==> src/sv/tag_id_frame_extractor_unit_assert.svh <==
// Assertion macros for the tag id frame extractor.
// Included by the modules that check their own control logic.
`ifndef TAG_ID_FRAME_EXTRACTOR_UNIT_ASSERT_SVH
`define TAG_ID_FRAME_EXTRACTOR_UNIT_ASSERT_SVH

// Property checked at every clock edge outside reset.
`define TIFE_ASSERT(label, clk, rst_n, prop) \
    label: assert property (@(posedge clk) disable iff (!rst_n) prop) \
        else $error("tife assertion failed");

// Consequent checked in the cycle after the antecedent.
`define TIFE_ASSERT_NEXT(label, clk, rst_n, ante, cons) \
    label: assert property (@(posedge clk) disable iff (!rst_n) (ante) |=> (cons)) \
        else $error("tife assertion failed");

`endif

==> src/sv/tife_pkg.sv <==
// Shared constants, types and codes of the tag id frame extractor.
// No dependencies; every module and interface imports this package.
package tife_pkg;

    localparam int FRAME_LIMIT = 49;
    localparam int LEAD_MAX    = 8;
    localparam int TERM_MAX    = 4;

    localparam int ADDR_W  = $clog2(FRAME_LIMIT);
    localparam int CNT_W   = $clog2(FRAME_LIMIT + 1);
    localparam int HIST_D  = ((LEAD_MAX > TERM_MAX) ? LEAD_MAX : TERM_MAX) - 1;

    localparam int LTEXT_W = 64;
    localparam int LLEN_W  = 4;
    localparam int TTEXT_W = 32;
    localparam int TLEN_W  = 3;
    localparam int CIDX_W  = 2;
    localparam int CDATA_W = 64;

    localparam logic [LTEXT_W-1:0] LEAD_TEXT_RST = 64'h0000_0000_204B_4341;
    localparam logic [LLEN_W-1:0]  LEAD_LEN_RST  = 4'd4;
    localparam logic [TTEXT_W-1:0] TERM_TEXT_RST = 32'h0000_0A0D;
    localparam logic [TLEN_W-1:0]  TERM_LEN_RST  = 3'd2;

    typedef enum logic [1:0] {
        KIND_START = 2'd0,
        KIND_ID    = 2'd1,
        KIND_ABORT = 2'd2
    } t_kind;

    typedef enum logic [CIDX_W-1:0] {
        CFG_LEAD_TEXT = 2'd0,
        CFG_LEAD_LEN  = 2'd1,
        CFG_TERM_TEXT = 2'd2,
        CFG_TERM_LEN  = 2'd3
    } t_cfg_idx;

    // Lengths are already clamped to their legal ranges.
    typedef struct packed {
        logic [LTEXT_W-1:0] lead_text;
        logic [LLEN_W-1:0]  lead_len;
        logic [TTEXT_W-1:0] term_text;
        logic [TLEN_W-1:0]  term_len;
    } t_cfg;

    // Per-byte decision from the scanner to the frame buffer.
    typedef struct packed {
        logic              evt_valid;
        t_kind             evt_kind;
        logic              wr_en;
        logic [ADDR_W-1:0] wr_addr;
        logic [7:0]        wr_data;
        logic              drain_start;
        logic [ADDR_W-1:0] drain_last;
    } t_scan_res;

endpackage

==> src/sv/tife_ifs.sv <==
// Valid/ready channel interfaces: received bytes, results, configuration writes.
// Depends on tife_pkg.
interface tife_rx_if import tife_pkg::*; ();
    logic       valid;
    logic       ready;
    logic [7:0] rx_byte;

    modport source (output valid, output rx_byte, input ready);
    modport sink (input valid, input rx_byte, output ready);
endinterface

interface tife_res_if import tife_pkg::*; ();
    logic       valid;
    logic       ready;
    t_kind      kind;
    logic [7:0] id_byte;
    logic       last;

    modport source (output valid, output kind, output id_byte, output last, input ready);
    modport sink (input valid, input kind, input id_byte, input last, output ready);
endinterface

interface tife_cfg_if import tife_pkg::*; ();
    logic               valid;
    logic               ready;
    logic [CIDX_W-1:0]  index;
    logic [CDATA_W-1:0] data;

    modport source (output valid, output index, output data, input ready);
    modport sink (input valid, input index, input data, output ready);
endinterface

==> src/sv/tag_id_frame_extractor_unit.sv <==
// Byte-stream deframer: hunts the lead-in, collects id bytes up to the terminator.
// Start/abort events pass the stage and output registers; id bytes after a terminator
// pass the sequencer state, memory read/stage and output register. Throughput: 1 byte
// per cycle barring output stalls; a start/abort blocks input until it leaves the stage,
// a terminator while m id bytes leave the 49-entry memory one per cycle by one read port.
// Reset: synchronous active low; clears phase, fill, sequencer, valids, restores config.
module tag_id_frame_extractor_unit import tife_pkg::*; (
    input  logic       i_clk,
    input  logic       i_rst_n,
    tife_rx_if.sink    i_rx,
    tife_cfg_if.sink   i_cfg,
    tife_res_if.source o_res
);

    t_cfg      cfg;
    t_scan_res scan_res;
    logic      rx_ready;
    logic      rx_accept;

    assign i_rx.ready = rx_ready;
    assign rx_accept  = i_rx.valid && rx_ready;

    tife_cfg u_cfg (
        .i_clk   (i_clk),
        .i_rst_n (i_rst_n),
        .i_cfg   (i_cfg),
        .o_cfg   (cfg)
    );

    tife_scan u_scan (
        .i_clk     (i_clk),
        .i_rst_n   (i_rst_n),
        .i_accept  (rx_accept),
        .i_rx_byte (i_rx.rx_byte),
        .i_cfg     (cfg),
        .o_res     (scan_res)
    );

    tife_drain u_drain (
        .i_clk      (i_clk),
        .i_rst_n    (i_rst_n),
        .i_scan     (scan_res),
        .o_rx_ready (rx_ready),
        .o_res      (o_res)
    );

endmodule

==> src/sv/tife_cfg.sv <==
// Configuration register file with length clamping.
// Depends on tife_pkg and tife_cfg_if.
module tife_cfg import tife_pkg::*; (
    input  logic        i_clk,
    input  logic        i_rst_n,
    tife_cfg_if.sink    i_cfg,
    output t_cfg        o_cfg
);

    logic [LTEXT_W-1:0] r_lead_text;
    logic [LLEN_W-1:0]  r_lead_len;
    logic [TTEXT_W-1:0] r_term_text;
    logic [TLEN_W-1:0]  r_term_len;

    assign i_cfg.ready = 1'b1;

    always_ff @(posedge i_clk) begin
        if (!i_rst_n) begin
            r_lead_text <= LEAD_TEXT_RST;
            r_lead_len  <= LEAD_LEN_RST;
            r_term_text <= TERM_TEXT_RST;
            r_term_len  <= TERM_LEN_RST;
        end else if (i_cfg.valid) begin
            unique case (t_cfg_idx'(i_cfg.index))
                CFG_LEAD_TEXT: r_lead_text <= i_cfg.data[LTEXT_W-1:0];
                CFG_LEAD_LEN:  r_lead_len  <= i_cfg.data[LLEN_W-1:0];
                CFG_TERM_TEXT: r_term_text <= i_cfg.data[TTEXT_W-1:0];
                CFG_TERM_LEN:  r_term_len  <= i_cfg.data[TLEN_W-1:0];
            endcase
        end
    end

    // zero acts as one, oversize acts as the maximum
    always_comb begin
        o_cfg.lead_text = r_lead_text;
        o_cfg.term_text = r_term_text;
        if (r_lead_len == '0) begin
            o_cfg.lead_len = LLEN_W'(1);
        end else if (r_lead_len > LLEN_W'(LEAD_MAX)) begin
            o_cfg.lead_len = LLEN_W'(LEAD_MAX);
        end else begin
            o_cfg.lead_len = r_lead_len;
        end
        if (r_term_len == '0) begin
            o_cfg.term_len = TLEN_W'(1);
        end else if (r_term_len > TLEN_W'(TERM_MAX)) begin
            o_cfg.term_len = TLEN_W'(TERM_MAX);
        end else begin
            o_cfg.term_len = r_term_len;
        end
    end

endmodule

==> src/sv/tife_scan.sv <==
// Byte scanner: lead-in hunt with resync, terminator detection, fill tracking, overflow abort.
// Depends on tife_pkg and the assertion macro header.
`include "tag_id_frame_extractor_unit_assert.svh"

module tife_scan import tife_pkg::*; (
    input  logic       i_clk,
    input  logic       i_rst_n,
    input  logic       i_accept,
    input  logic [7:0] i_rx_byte,
    input  t_cfg       i_cfg,
    output t_scan_res  o_res
);

    logic             r_phase, n_phase;
    logic [CNT_W-1:0] r_fill, n_fill;
    logic [7:0]       r_hist [HIST_D];

    logic [7:0]        win [HIST_D+1];
    logic [LEAD_MAX:1] lead_hit;
    logic [TERM_MAX:1] term_hit;
    logic [CNT_W-1:0]  cnt_n;
    logic [CNT_W-1:0]  lead_l;
    logic [CNT_W-1:0]  term_l;
    logic [CNT_W-1:0]  best;
    logic              pre_hit;
    logic              tail_hit;

    // win[a] is the byte received a transfers ago, the current one at 0
    always_comb begin
        win[0] = i_rx_byte;
        for (int a = 1; a <= HIST_D; a++) begin
            win[a] = r_hist[a-1];
        end
    end

    // lead_hit[k]: the last k bytes equal the first k lead-in bytes
    always_comb begin
        for (int k = 1; k <= LEAD_MAX; k++) begin
            lead_hit[k] = 1'b1;
            for (int i = 0; i < k; i++) begin
                lead_hit[k] = lead_hit[k] & (win[k-1-i] == i_cfg.lead_text[8*i +: 8]);
            end
        end
        for (int t = 1; t <= TERM_MAX; t++) begin
            term_hit[t] = 1'b1;
            for (int i = 0; i < t; i++) begin
                term_hit[t] = term_hit[t] & (win[t-1-i] == i_cfg.term_text[8*i +: 8]);
            end
        end
    end

    assign cnt_n  = r_fill + CNT_W'(1);
    assign lead_l = CNT_W'(i_cfg.lead_len);
    assign term_l = CNT_W'(i_cfg.term_len);

    always_comb begin
        pre_hit  = 1'b0;
        tail_hit = 1'b0;
        best     = '0;
        for (int k = 1; k <= LEAD_MAX; k++) begin
            if (CNT_W'(k) == cnt_n && cnt_n <= lead_l) begin
                pre_hit = lead_hit[k];
            end
            // longest proper suffix no longer than the lead-in
            if (lead_hit[k] && CNT_W'(k) <= r_fill && CNT_W'(k) <= lead_l) begin
                best = CNT_W'(k);
            end
        end
        for (int t = 1; t <= TERM_MAX; t++) begin
            if (TLEN_W'(t) == i_cfg.term_len) begin
                tail_hit = term_hit[t] && (cnt_n > term_l);
            end
        end
    end

    always_comb begin
        n_phase = r_phase;
        n_fill  = r_fill;
        o_res   = '0;
        if (i_accept) begin
            if (!r_phase) begin
                if (pre_hit) begin
                    if (cnt_n == lead_l) begin
                        o_res.evt_valid = 1'b1;
                        o_res.evt_kind  = KIND_START;
                        n_phase         = 1'b1;
                        n_fill          = '0;
                    end else begin
                        n_fill = cnt_n;
                    end
                end else begin
                    n_fill = best;
                end
            end else begin
                o_res.wr_en   = 1'b1;
                o_res.wr_addr = r_fill[ADDR_W-1:0];
                o_res.wr_data = i_rx_byte;
                if (tail_hit) begin
                    o_res.drain_start = 1'b1;
                    o_res.drain_last  = ADDR_W'(cnt_n - term_l - CNT_W'(1));
                    n_phase           = 1'b0;
                    n_fill            = '0;
                end else if (cnt_n >= CNT_W'(FRAME_LIMIT)) begin
                    o_res.evt_valid = 1'b1;
                    o_res.evt_kind  = KIND_ABORT;
                    n_phase         = 1'b0;
                    n_fill          = '0;
                end else begin
                    n_fill = cnt_n;
                end
            end
        end
    end

    always_ff @(posedge i_clk) begin
        if (!i_rst_n) begin
            r_phase <= 1'b0;
            r_fill  <= '0;
        end else begin
            r_phase <= n_phase;
            r_fill  <= n_fill;
        end
    end

    always_ff @(posedge i_clk) begin
        if (i_accept) begin
            r_hist[0] <= i_rx_byte;
            for (int a = 1; a < HIST_D; a++) begin
                r_hist[a] <= r_hist[a-1];
            end
        end
    end

    `TIFE_ASSERT(a_fill_bound, i_clk, i_rst_n, r_fill < CNT_W'(FRAME_LIMIT))
    `TIFE_ASSERT(a_hunt_fill, i_clk, i_rst_n, !r_phase |-> (r_fill <= CNT_W'(LEAD_MAX)))
    `TIFE_ASSERT_NEXT(a_start_clears, i_clk, i_rst_n, o_res.evt_valid && o_res.evt_kind == KIND_START, r_phase && r_fill == '0)

endmodule

==> src/sv/tife_drain.sv <==
// Frame buffer memory, id byte read-out sequencer, staging and output register.
// Depends on tife_pkg, tife_res_if and the assertion macro header.
`include "tag_id_frame_extractor_unit_assert.svh"

module tife_drain import tife_pkg::*; (
    input  logic       i_clk,
    input  logic       i_rst_n,
    input  t_scan_res  i_scan,
    output logic       o_rx_ready,
    tife_res_if.source o_res
);

    typedef enum logic [1:0] {
        ST_IDLE  = 2'b01,
        ST_DRAIN = 2'b10
    } t_state;

    t_state            r_state;
    logic [7:0]        r_mem [FRAME_LIMIT];
    logic [7:0]        r_rd_q;
    logic [ADDR_W-1:0] r_ptr;
    logic [ADDR_W-1:0] r_last_idx;

    logic  r_stg_valid;
    t_kind r_stg_kind;
    logic  r_stg_last;

    logic       r_out_valid;
    t_kind      r_out_kind;
    logic [7:0] r_out_byte;
    logic       r_out_last;

    logic stg_move;
    logic stg_free;
    logic rd_en;

    assign stg_move   = r_stg_valid && (!r_out_valid || o_res.ready);
    assign stg_free   = !r_stg_valid || stg_move;
    assign rd_en      = (r_state == ST_DRAIN) && stg_free;
    assign o_rx_ready = (r_state == ST_IDLE) && !r_stg_valid;

    always_ff @(posedge i_clk) begin
        if (i_scan.wr_en) begin
            r_mem[i_scan.wr_addr] <= i_scan.wr_data;
        end
        if (rd_en) begin
            r_rd_q <= r_mem[r_ptr];
        end
    end

    always_ff @(posedge i_clk) begin
        if (!i_rst_n) begin
            r_state    <= ST_IDLE;
            r_ptr      <= '0;
            r_last_idx <= '0;
        end else begin
            unique case (r_state)
                ST_IDLE: begin
                    if (i_scan.drain_start) begin
                        r_state    <= ST_DRAIN;
                        r_ptr      <= '0;
                        r_last_idx <= i_scan.drain_last;
                    end
                end
                ST_DRAIN: begin
                    if (rd_en) begin
                        r_ptr <= r_ptr + ADDR_W'(1);
                        if (r_ptr == r_last_idx) begin
                            r_state <= ST_IDLE;
                        end
                    end
                end
                default: r_state <= ST_IDLE;
            endcase
        end
    end

    // stage: holds an event or the tag of a byte whose read is in r_rd_q
    always_ff @(posedge i_clk) begin
        if (!i_rst_n) begin
            r_stg_valid <= 1'b0;
        end else if (i_scan.evt_valid || rd_en) begin
            r_stg_valid <= 1'b1;
        end else if (stg_move) begin
            r_stg_valid <= 1'b0;
        end
    end

    always_ff @(posedge i_clk) begin
        if (i_scan.evt_valid) begin
            r_stg_kind <= i_scan.evt_kind;
            r_stg_last <= 1'b1;
        end else if (rd_en) begin
            r_stg_kind <= KIND_ID;
            r_stg_last <= (r_ptr == r_last_idx);
        end
    end

    always_ff @(posedge i_clk) begin
        if (!i_rst_n) begin
            r_out_valid <= 1'b0;
        end else if (stg_move) begin
            r_out_valid <= 1'b1;
        end else if (o_res.ready) begin
            r_out_valid <= 1'b0;
        end
    end

    always_ff @(posedge i_clk) begin
        if (stg_move) begin
            r_out_kind <= r_stg_kind;
            r_out_last <= r_stg_last;
            r_out_byte <= (r_stg_kind == KIND_ID) ? r_rd_q : 8'h00;
        end
    end

    assign o_res.valid   = r_out_valid;
    assign o_res.kind    = r_out_kind;
    assign o_res.id_byte = r_out_byte;
    assign o_res.last    = r_out_last;

    `TIFE_ASSERT(a_evt_when_free, i_clk, i_rst_n, i_scan.evt_valid |-> (!r_stg_valid && r_state == ST_IDLE))
    `TIFE_ASSERT(a_drain_from_idle, i_clk, i_rst_n, i_scan.drain_start |-> (r_state == ST_IDLE && !r_stg_valid))
    `TIFE_ASSERT(a_ptr_in_range, i_clk, i_rst_n, (r_state == ST_DRAIN) |-> (r_ptr <= r_last_idx))
    `TIFE_ASSERT_NEXT(a_drain_ends, i_clk, i_rst_n, rd_en && r_ptr == r_last_idx, r_state == ST_IDLE && r_stg_last)

endmodule
==> src/flat_wrapper.sv <==
// flat-port wrapper written by rule: the top's interface ports become plain ports
module tag_id_frame_extractor_unit_flat import tife_pkg::*;
  (i_clk, i_rst_n, i_rx_valid, i_rx_rx_byte, i_rx_ready, i_cfg_valid, i_cfg_index, i_cfg_data, i_cfg_ready, o_res_valid, o_res_kind, o_res_id_byte, o_res_last, o_res_ready);
  tife_rx_if i_rx_i ();
  tife_cfg_if i_cfg_i ();
  tife_res_if o_res_i ();
  input  logic i_clk;
  input  logic i_rst_n;
  input wire logic [$bits(i_rx_i.valid)-1:0] i_rx_valid;
  input wire logic [$bits(i_rx_i.rx_byte)-1:0] i_rx_rx_byte;
  output wire logic [$bits(i_rx_i.ready)-1:0] i_rx_ready;
  input wire logic [$bits(i_cfg_i.valid)-1:0] i_cfg_valid;
  input wire logic [$bits(i_cfg_i.index)-1:0] i_cfg_index;
  input wire logic [$bits(i_cfg_i.data)-1:0] i_cfg_data;
  output wire logic [$bits(i_cfg_i.ready)-1:0] i_cfg_ready;
  output wire logic [$bits(o_res_i.valid)-1:0] o_res_valid;
  output wire logic [$bits(o_res_i.kind)-1:0] o_res_kind;
  output wire logic [$bits(o_res_i.id_byte)-1:0] o_res_id_byte;
  output wire logic [$bits(o_res_i.last)-1:0] o_res_last;
  input wire logic [$bits(o_res_i.ready)-1:0] o_res_ready;
  assign i_rx_i.valid = i_rx_valid;
  assign i_rx_i.rx_byte = i_rx_rx_byte;
  assign i_rx_ready = i_rx_i.ready;
  assign i_cfg_i.valid = i_cfg_valid;
  assign i_cfg_i.index = i_cfg_index;
  assign i_cfg_i.data = i_cfg_data;
  assign i_cfg_ready = i_cfg_i.ready;
  assign o_res_valid = o_res_i.valid;
  assign o_res_kind = o_res_i.kind;
  assign o_res_id_byte = o_res_i.id_byte;
  assign o_res_last = o_res_i.last;
  assign o_res_i.ready = o_res_ready;
  tag_id_frame_extractor_unit u_core (.i_clk(i_clk), .i_rst_n(i_rst_n), .i_rx(i_rx_i), .i_cfg(i_cfg_i), .o_res(o_res_i));
endmodule
==> config.mk <==
export PLATFORM = sky130hd
export DESIGN_NAME = tag_id_frame_extractor_unit_flat
export DESIGN_NICKNAME = d
export VERILOG_FILES = /design/src/sv/tife_pkg.sv /design/src/sv/tife_ifs.sv /design/src/sv/tag_id_frame_extractor_unit.sv /design/src/sv/tife_cfg.sv /design/src/sv/tife_scan.sv /design/src/sv/tife_drain.sv /design/src/flat_wrapper.sv
export VERILOG_INCLUDE_DIRS = /design/src /design/src/sv
export SDC_FILE = /design/constraint.sdc
export NUM_CORES = 1
export LEC_CHECK = 0
export BUFFER_PORTS_ARGS = -buffer_cell sky130_fd_sc_hd__buf_2
export CORE_MARGIN = 1
export CORE_UTILIZATION = 60
export CTS_CLUSTER_DIAMETER = 30
export DETAILED_ROUTE_END_ITERATION = 7
export MAX_ROUTING_LAYER = met4
export PLACE_DENSITY = 0.77
export RECOVER_POWER = 100
export SLEW_MARGIN = 0
export SYNTH_ARGS = -nofsm -noshare
export SYNTH_HDL_FRONTEND = slang
export SYNTH_HIERARCHICAL = 1
export SYNTH_SLANG_ARGS = --single-unit
==> constraint.sdc <==
create_clock -name i_clk -period 9.75 [get_ports i_clk]
set_input_delay 1.95 -clock i_clk [delete_from_list [all_inputs] [get_ports i_clk]]
set_output_delay 1.95 -clock i_clk [all_outputs]
set_load 0.005 [all_outputs]
==> results of run 1 <==
-- layout make-up --
| cell class | count | share of cell area [%] |
|---|---|---|
| sequential | 596 | 51.1 |
| tap | 607 | 2.34 |
| clock inverter | 86 | 2.96 |
| clock buffer | 113 | 8.37 |
| multi-input combinational | 1331 | 33.2 |
| timing repair buffer | 106 | 1.62 |
| inverter | 34 | 0.393 |
-- sequential cells by signal, indices dropped and copies added, names as in the netlist, 3 cells and up --
| register | count |
|---|---|
| u_core/u_drain/r_rd_q | 8 |
| u_core/u_scan/r_hist | 56 |
| u_core/u_cfg/r_term_len | 3 |
| u_core/u_cfg/r_lead_len | 4 |
| u_core/u_drain/r_mem | 392 |
| u_core/u_drain/r_last_idx | 6 |
| u_core/u_drain/o_res.id_byte | 8 |
| u_core/u_scan/r_fill | 6 |
| u_core/u_drain/r_ptr | 6 |
| u_core/u_cfg/r_lead_text | 64 |
| u_core/u_cfg/r_term_text | 32 |
-- stage by stage --
step / utilization, % / cells / worst slack [ns]
detailed placement: 61.8 / 2674 / 4.32
finish: 69.5 / 2873 / 3.44
global placement: 61.8 / 2674 / 4.39
global route: 69.5 / 2873 / 2.95
CTS: 69.7 / 2873 / 4.83
floorplan: - / 2126 / 4.27
-- power groups by stage --
stage,clock [mW],sequential [mW],combinational (mW)
floorplan,0,2.81,0.217
global placement,0,2.88,0.231
detailed placement,0,2.88,0.235
CTS,3.78,2.83,0.238
global route,3.88,2.83,0.262
finish,3.76,2.83,0.243
-- placed cells by master, fill, tap and decap left out, types with 7 or more instances in the layout --
master       n
edfxtp_1   469
xor2_1     270
nand2_1    205
dfxtp_1    125
mux2i_1    123
xnor2_1    111
clkbuf_16  107
nor2_1      82
mux4_2      76
nor4_1      73
buf_2       69
nand4_1     53
inv_1       33
a21oi_1     31
clkbuf_1    30
nand3_1     30
nor2b_1     28
inv_6       21
a22oi_1     18
clkinv_4    16
ha_1        14
and3_1      14
clkinv_2    12
a31oi_1     12
bufinv_16   11
buf_4       11
o211ai_1    11
clkinv_1    10
o21ai_0     10
a22o_1      10
and2_0      10
nor3_1      10
nand3b_1     8
o22ai_1      8
o221ai_1     7
o22a_1       7
-- final timing paths --
check / slack [ns] / from / to / depth (start not counted)
worst max register to register: 3.44 / u_core/u_drain/r_ptr[0] / u_core/u_drain/r_rd_q[1] / 6
worst min register to register: 0.43 / u_core/u_drain/r_stg_last / u_core/u_drain/o_res.last / 0
worst max-delay path: 3.44 / u_core/u_drain/r_ptr[0] / u_core/u_drain/r_rd_q[1] / 6
worst min-delay path: 0.43 / u_core/u_drain/r_stg_last / u_core/u_drain/o_res.last / 0
-- metal layers --
layer	part of all wire, %	vias to the layer above	global-route usage, %	routed length (um)
li1	-	7961	-	-
met3	14	209	8.87	11300
met1	41	9439	52.3	33900
met2	43	1400	49.5	35800
met5	0	-	-	0
met4	2.7	0	11.3	2270
-- logic make-up (layout without fill, tap and decap cells) --
kind of cell | after synthesis | in the layout
AO/OA/AOI/OAI | 167 | 167
other | 2 | 2
multiplexers | 204 | 204
flip-flops | 596 | 596
buffers and inverters | 199 | 339
AND/OR/NAND/NOR | 556 | 556
adder cells (fa/ha/maj) | 15 | 15
XOR/XNOR | 387 | 387
-- worst max-delay path, delay by kind of cell (launching register included) --
kind	cells	cell delay (ns)
buffers and inverters	1	3.11
AOI/OAI and AO/OA	4	1.46
DFF	1	0.93
muxes	1	0.49
==> impl_metrics.csv, run 1 <==
group,metric,value,unit
logic_synthesis,synth_simple_gate_area_share,9.90,%
drt,num_vias,19009,
logic_synthesis,netlist_area,28600,sq um
logic_synthesis,synth-seq-cells,596,
setup_path,crit_type,"flip-flop to flip-flop",
placement,place_congestion,0.987,
sta,drv_slew,567,
logic_synthesis,synth-adder-area-share,0.683,%
cts,root_buffer,"clkbuf_16",
logic_synthesis,synthMuxAreaShare,10.8,%
cts,cts_num_sinks,596,
cts,cts_buffer_depth,3,
drt,ant_nets,0,
setup_path,cpPeakStageDelay,3.11,ns
placement,hpwl,52000,um
sta,setup_viol,0,
final_layout,area_growth,13.8,%
drt,drtPass1Iterations,7,
final_layout,fill_cells,3100,
cts,cts_tree,"yes",
grt,grt_max_degree,110,
logic_synthesis,synth_area_leader_cell,"edfxtp_1",
die,ioPinCount,93,
logic_synthesis,synth_top_family_by_area,"XOR/XNOR gates",
die,fp.coreArea,46800,sq um
sta,clock.fmax,159,MHz
logic_synthesis,synth_most_common_cell,"edfxtp_1",
logic_synthesis,netlist_instances,2126,
run_status,violations,"DRC, capacitance limit, slew limit",
die,row_count,79,
logic_synthesis,synth-compound-area-share,4.40,%
logic_synthesis,syn_area_per_cell,13.4,sq um
final_layout,drive_gt1_share,16.2,%
final_layout,ff_latch_area,16600,sq um
logic_synthesis,yosysWarnings,6,
power_and_ir_drop,swShare,23.8,%
power_and_ir_drop,p_total,6.84,mW
logic_synthesis,ys_async_sr_fraction,0,%
die,initial_utilization,61.1,%
logic_synthesis,synth_nets,2220,
cts,cts_hold_buf,0,
logic_synthesis,synth_top_area_share,49.3,%
flow_run,cap_violations,12,
final_layout,multiInputGateArea,10800,sq um
setup_path,worst-path-max-fanout,58,
setup_path,worstPathRequired,10.15,ns
drt,routedWlPerCell,29.0,um
logic_synthesis,synth_edf_count,469,
logic_synthesis,synth_commonest_cells,"469 x edfxtp_1, 270 x xor2_1, 205 x nand2_1",
grt,gr-total-overflow,0,
final_layout,design_area,32500,sq um
sta,tns,0,ns
setup_path,cp_cell_sequence,"clkbuf_1 -> mux2i_1 -> o22ai_1 -> a2111oi_0 -> a21oi_1 -> o22a_1",
logic_synthesis,ys_seq_area_share,58.2,%
sta,hold_ws,0.429,ns
grt,track_usage,35.9,%
run_status,status,"complete, but fails checks",
cts,cts_made_buffers,105,
power_and_ir_drop,power_frac_seq,41.5,%
logic_synthesis,synthTopCellsByArea,"edfxtp_1 49%, dfxtp_1 8.9%, xor2_1 8.3%",
grt,antenna_found_initial,1,
final_layout,antennaDiodeCount,0,
placement,numPortBuffers,91,
die,die_y,220,um
drt,drtIter0Drc,2726,
power_and_ir_drop,p_int,5.21,mW
cts,postCtsSetupBuffers,0,
setup_path,crit_path_start_kind,"flip-flop",
sta,slew_headroom,-190,%
logic_synthesis,synth_xor_area_share,12.0,%
sta,layout_min_cycle_time,6.31,ns
cts,cts_max_level,3,
sta,hold_viol_final,0,
grt,grt_pass1_vias,18513,
sta,post-route-period-util,64.7,%
sta,tightest_slew,4.35,ns
die,die_area,48500,sq um
cts,cts_resized,0,
setup_path,worstSetupEndpointType,"flip-flop",
power_and_ir_drop,power_switching,1.62,mW
drt,routed_wl,83200,um
final_layout,fin_nets,2268,
drt,avgViaCountPerCell,6.62,
setup_path,crit_slowest_cell,"clkbuf_1",
cts,cts.clk_slew.worst_paths,0.06,ns
drt,drc,5,
logic_synthesis,synth_top_flop_cell,"edfxtp_1",
power_and_ir_drop,power_leakage,10.4,nW
placement,placed_area,28900,sq um
power_and_ir_drop,power.density,210,nW/um^2
worst_hold_path,hp-class,"flip-flop to flip-flop",
setup_path,worstPathArrival,6.71,ns
power_and_ir_drop,clockPowerShare,55.0,%
cts,clk_latency,0.68,ns
logic_synthesis,ys_types,84,
die,die_w,220,um
grt,grt_pass1_wl,122000,um
power_and_ir_drop,peakVddDrop,0.174,mV
power_and_ir_drop,power_frac_comb,3.6,%
sta,grt_setup_unrepaired,"no",
sta,fin_skew,0.0603,ns
Note: power is estimated with default switching activity, not from simulation.
==> run 2: changes to the inputs <==
--- a/config.mk
+++ b/config.mk
@@ -6,6 +6,7 @@
 export SDC_FILE = /design/constraint.sdc
 export NUM_CORES = 1
 export LEC_CHECK = 0
+export ABC_AREA = 1
 export BUFFER_PORTS_ARGS = -buffer_cell sky130_fd_sc_hd__buf_2
 export CORE_MARGIN = 1
 export CORE_UTILIZATION = 60
==> constraint.sdc (replaced) <==
create_clock -name i_clk -period 6.5 [get_ports i_clk]
set_input_delay 1.3 -clock i_clk [delete_from_list [all_inputs] [get_ports i_clk]]
set_output_delay 1.3 -clock i_clk [all_outputs]
set_load 0.005 [all_outputs]
==> run 2 against run 1 <==
  * The run ends with capacitance limit, slew limit left
  * Clock power increased by 43%
  * Core utilization fell by 0.59 points
  * Die area up 7.5%
  * Hold slack improved by 0.017 ns
  * Critical path depth fell by 3
  * Global-route usage is 0.50 points higher
  * Register-to-register slack worse by 2.0 ns
  * Setup slack lost 2.1 ns
  * Clock skew shrank 0.031 ns
  * Wire length grew 12%
  * Sequential cell count is the same
==> impl_metrics.csv, run 2 <==
group,metric,value,unit
drt,ant_nets,0,
cts,root_buffer,"clkbuf_16",
worst_hold_path,hp-class,"flip-flop to flip-flop",
sta,tightest_slew,3.55,ns
die,fp.coreArea,50400,sq um
sta,slew_headroom,-138,%
grt,gr-total-overflow,0,
logic_synthesis,yosysWarnings,6,
cts,cts.clk_slew.worst_paths,0.05,ns
logic_synthesis,syn_area_per_cell,8.51,sq um
die,die_y,228,um
placement,hpwl,61300,um
final_layout,largest-register,"u_core/u_drain/r_mem",
final_layout,largest_reg_flops,392,
cts,clk_latency,0.66,ns
setup_path,worst-path-max-fanout,49,
sta,post-route-period-util,78.6,%
setup_path,crit_path_start_kind,"primary input",
grt,grt_max_degree,175,
cts,cts_hold_buf,0,
run_status,violations,"capacitance limit, slew limit",
drt,avgViaCountPerCell,5.76,
drt,num_vias,25272,
drt,drc,0,
final_layout,largestRegisters,"u_core/u_drain/r_mem (392), u_core/u_cfg/r_lead_text (64), u_core/u_scan/r_hist (56)",
power_and_ir_drop,peakVddDrop,0.187,mV
logic_synthesis,netlist_instances,3613,
drt,routed_wl,92800,um
power_and_ir_drop,power.density,298,nW/um^2
logic_synthesis,synth_most_common_cell,"nand2_1",
final_layout,drive_gt1_share,8.04,%
logic_synthesis,ys_async_sr_fraction,0,%
final_layout,instances_no_fill,4390,
cts,cts_made_buffers,103,
drt,drtIter0Drc,3332,
cts,cts_num_sinks,596,
logic_synthesis,synth-seq-cells,596,
logic_synthesis,synth_commonest_cells,"996 x nand2_1, 469 x edfxtp_1, 458 x nor2_1",
die,row_count,82,
sta,setup_viol,0,
grt,grt_pass1_wl,139000,um
die,die_w,228,um
grt,antenna_found_initial,2,
sta,hold_viol_final,0,
die,die_area,52200,sq um
grt,grt_pass1_vias,23125,
logic_synthesis,ys_seq_area_share,54.1,%
die,ioPinCount,93,
setup_path,worstPathRequired,6.44,ns
sta,clock.fmax,196,MHz
placement,place_congestion,1.01,
placement,numPortBuffers,91,
logic_synthesis,synth_nets,3707,
placement,dp.cells,4198,
final_layout,mostFrequentLayoutCell,"nand2_1",
grt,track_usage,36.4,%
sta,tns,0,ns
die,initial_utilization,61.0,%
logic_synthesis,synth_area_leader_cell,"edfxtp_1",
run_status,status,"complete, but fails checks",
final_layout,fin_nets,3725,
cts,cts_tree,"yes",
drt,routedWlPerCell,21.1,um
cts,cts_buffer_depth,3,
drt,drtPass1Iterations,7,
sta,drv_slew,506,
logic_synthesis,ys_types,52,
logic_synthesis,synth_top_area_share,45.8,%
setup_path,crit_type,"primary input to flip-flop",
cts,cts_resized,0,
setup_path,worstSetupEndpointType,"flip-flop",
final_layout,mostFrequentLayoutCells,"999 x nand2_1, 469 x edfxtp_1, 456 x nor2_1",
sta,layout_min_cycle_time,5.11,ns
flow_run,cap_violations,11,
logic_synthesis,netlist_area,30800,sq um
cts,cts_max_level,3,
logic_synthesis,synthTopCellsByArea,"edfxtp_1 46%, nand2_1 12%, dfxtp_1 8.3%",
logic_synthesis,synth_edf_count,469,
final_layout,area_growth,12.9,%
cts,postCtsSetupBuffers,0,
sta,grt_setup_unrepaired,"no",
setup_path,worstPathArrival,5.04,ns
power_and_ir_drop,power_leakage,14.2,nW
logic_synthesis,synth_top_flop_cell,"edfxtp_1",
sta,fin_skew,0.0288,ns
-- run 2: worst paths after layout --
kind	slack, ns	endpoint	start	depth (start not counted)
setup / recovery	1.39	u_core/u_drain/r_mem[12][0]	i_rx_rx_byte[0]	3
hold / removal	0.45	u_core/u_drain/o_res.kind[1]	u_core/u_drain/r_stg_kind[1]	0
setup reg to reg	1.42	u_core/u_drain/r_mem[12][0]	u_core/u_drain/r_state[0]	6
hold reg to reg	0.45	u_core/u_drain/o_res.kind[1]	u_core/u_drain/r_stg_kind[1]	0
-- run 2: layout make-up --
cell class | instances | area (sq um)
clock inverter | 64 | 757
clock buffer | 127 | 2780
inverter | 370 | 1390
timing repair buffer | 116 | 601
tap | 672 | 841
antenna | 1 | 2.50
sequential | 596 | 16600
fill | 3959 | 15600
multi-input combinational | 2444 | 11700
-- run 2: routing by layer --
metal / vias to the layer above / GRT usage (%) / wire [um]
met5: - / - / 0
met3: 209 / 6.62 / 10600
met1: 11812 / 49.6 / 37300
li1: 11720 / - / -
met4: 0 / 13.5 / 2910
met2: 1531 / 54.6 / 42100
-- run 2: cell families (layout without fill, tap and decap cells) --
group / Yosys count / after routing / synth area share, %
compound gates: 202 / 202 / 3.44
other cells: 2 / 3 / 0.0244
buf+inv: 573 / 677 / 7.82
xor+xnor: 244 / 244 / 7.00
flops: 596 / 596 / 54.1
fa+ha+maj: 15 / 15 / 0.635
simple gates: 1981 / 1981 / 27.0
-- run 2: stage by stage --
step / total power, mW / utilization [%] / area (sq um) / worst slack [ns] / hold slack, ns
finish: 10.3 / 69.0 / 34700 / 1.39 / 0.447
global route: 10.6 / 69.0 / 34700 / 1.28 / 0.467
CTS: 10.4 / 69.2 / 34900 / 2.70 / 0.444
detailed placement: 5.01 / 62.2 / 31300 / 2.11 / 0.433
global placement: 5.01 / 62.2 / 31300 / 2.16 / 0.418
floorplan: 4.80 / - / 30800 / 1.40 / 0.409
-- run 2: where the power goes --
part,internal (mW),total (mW),switching [mW]
clock,3.49,5.37,1.88
combinational,0.253,0.674,0.421
sequential,4.14,4.30,0.158
total,7.88,10.3,2.46
-- run 2: worst max-delay path, cell delays in order --
cell,delay [ns]
clkbuf_1,0.79
inv_1,0.25
nor2_1,2.65
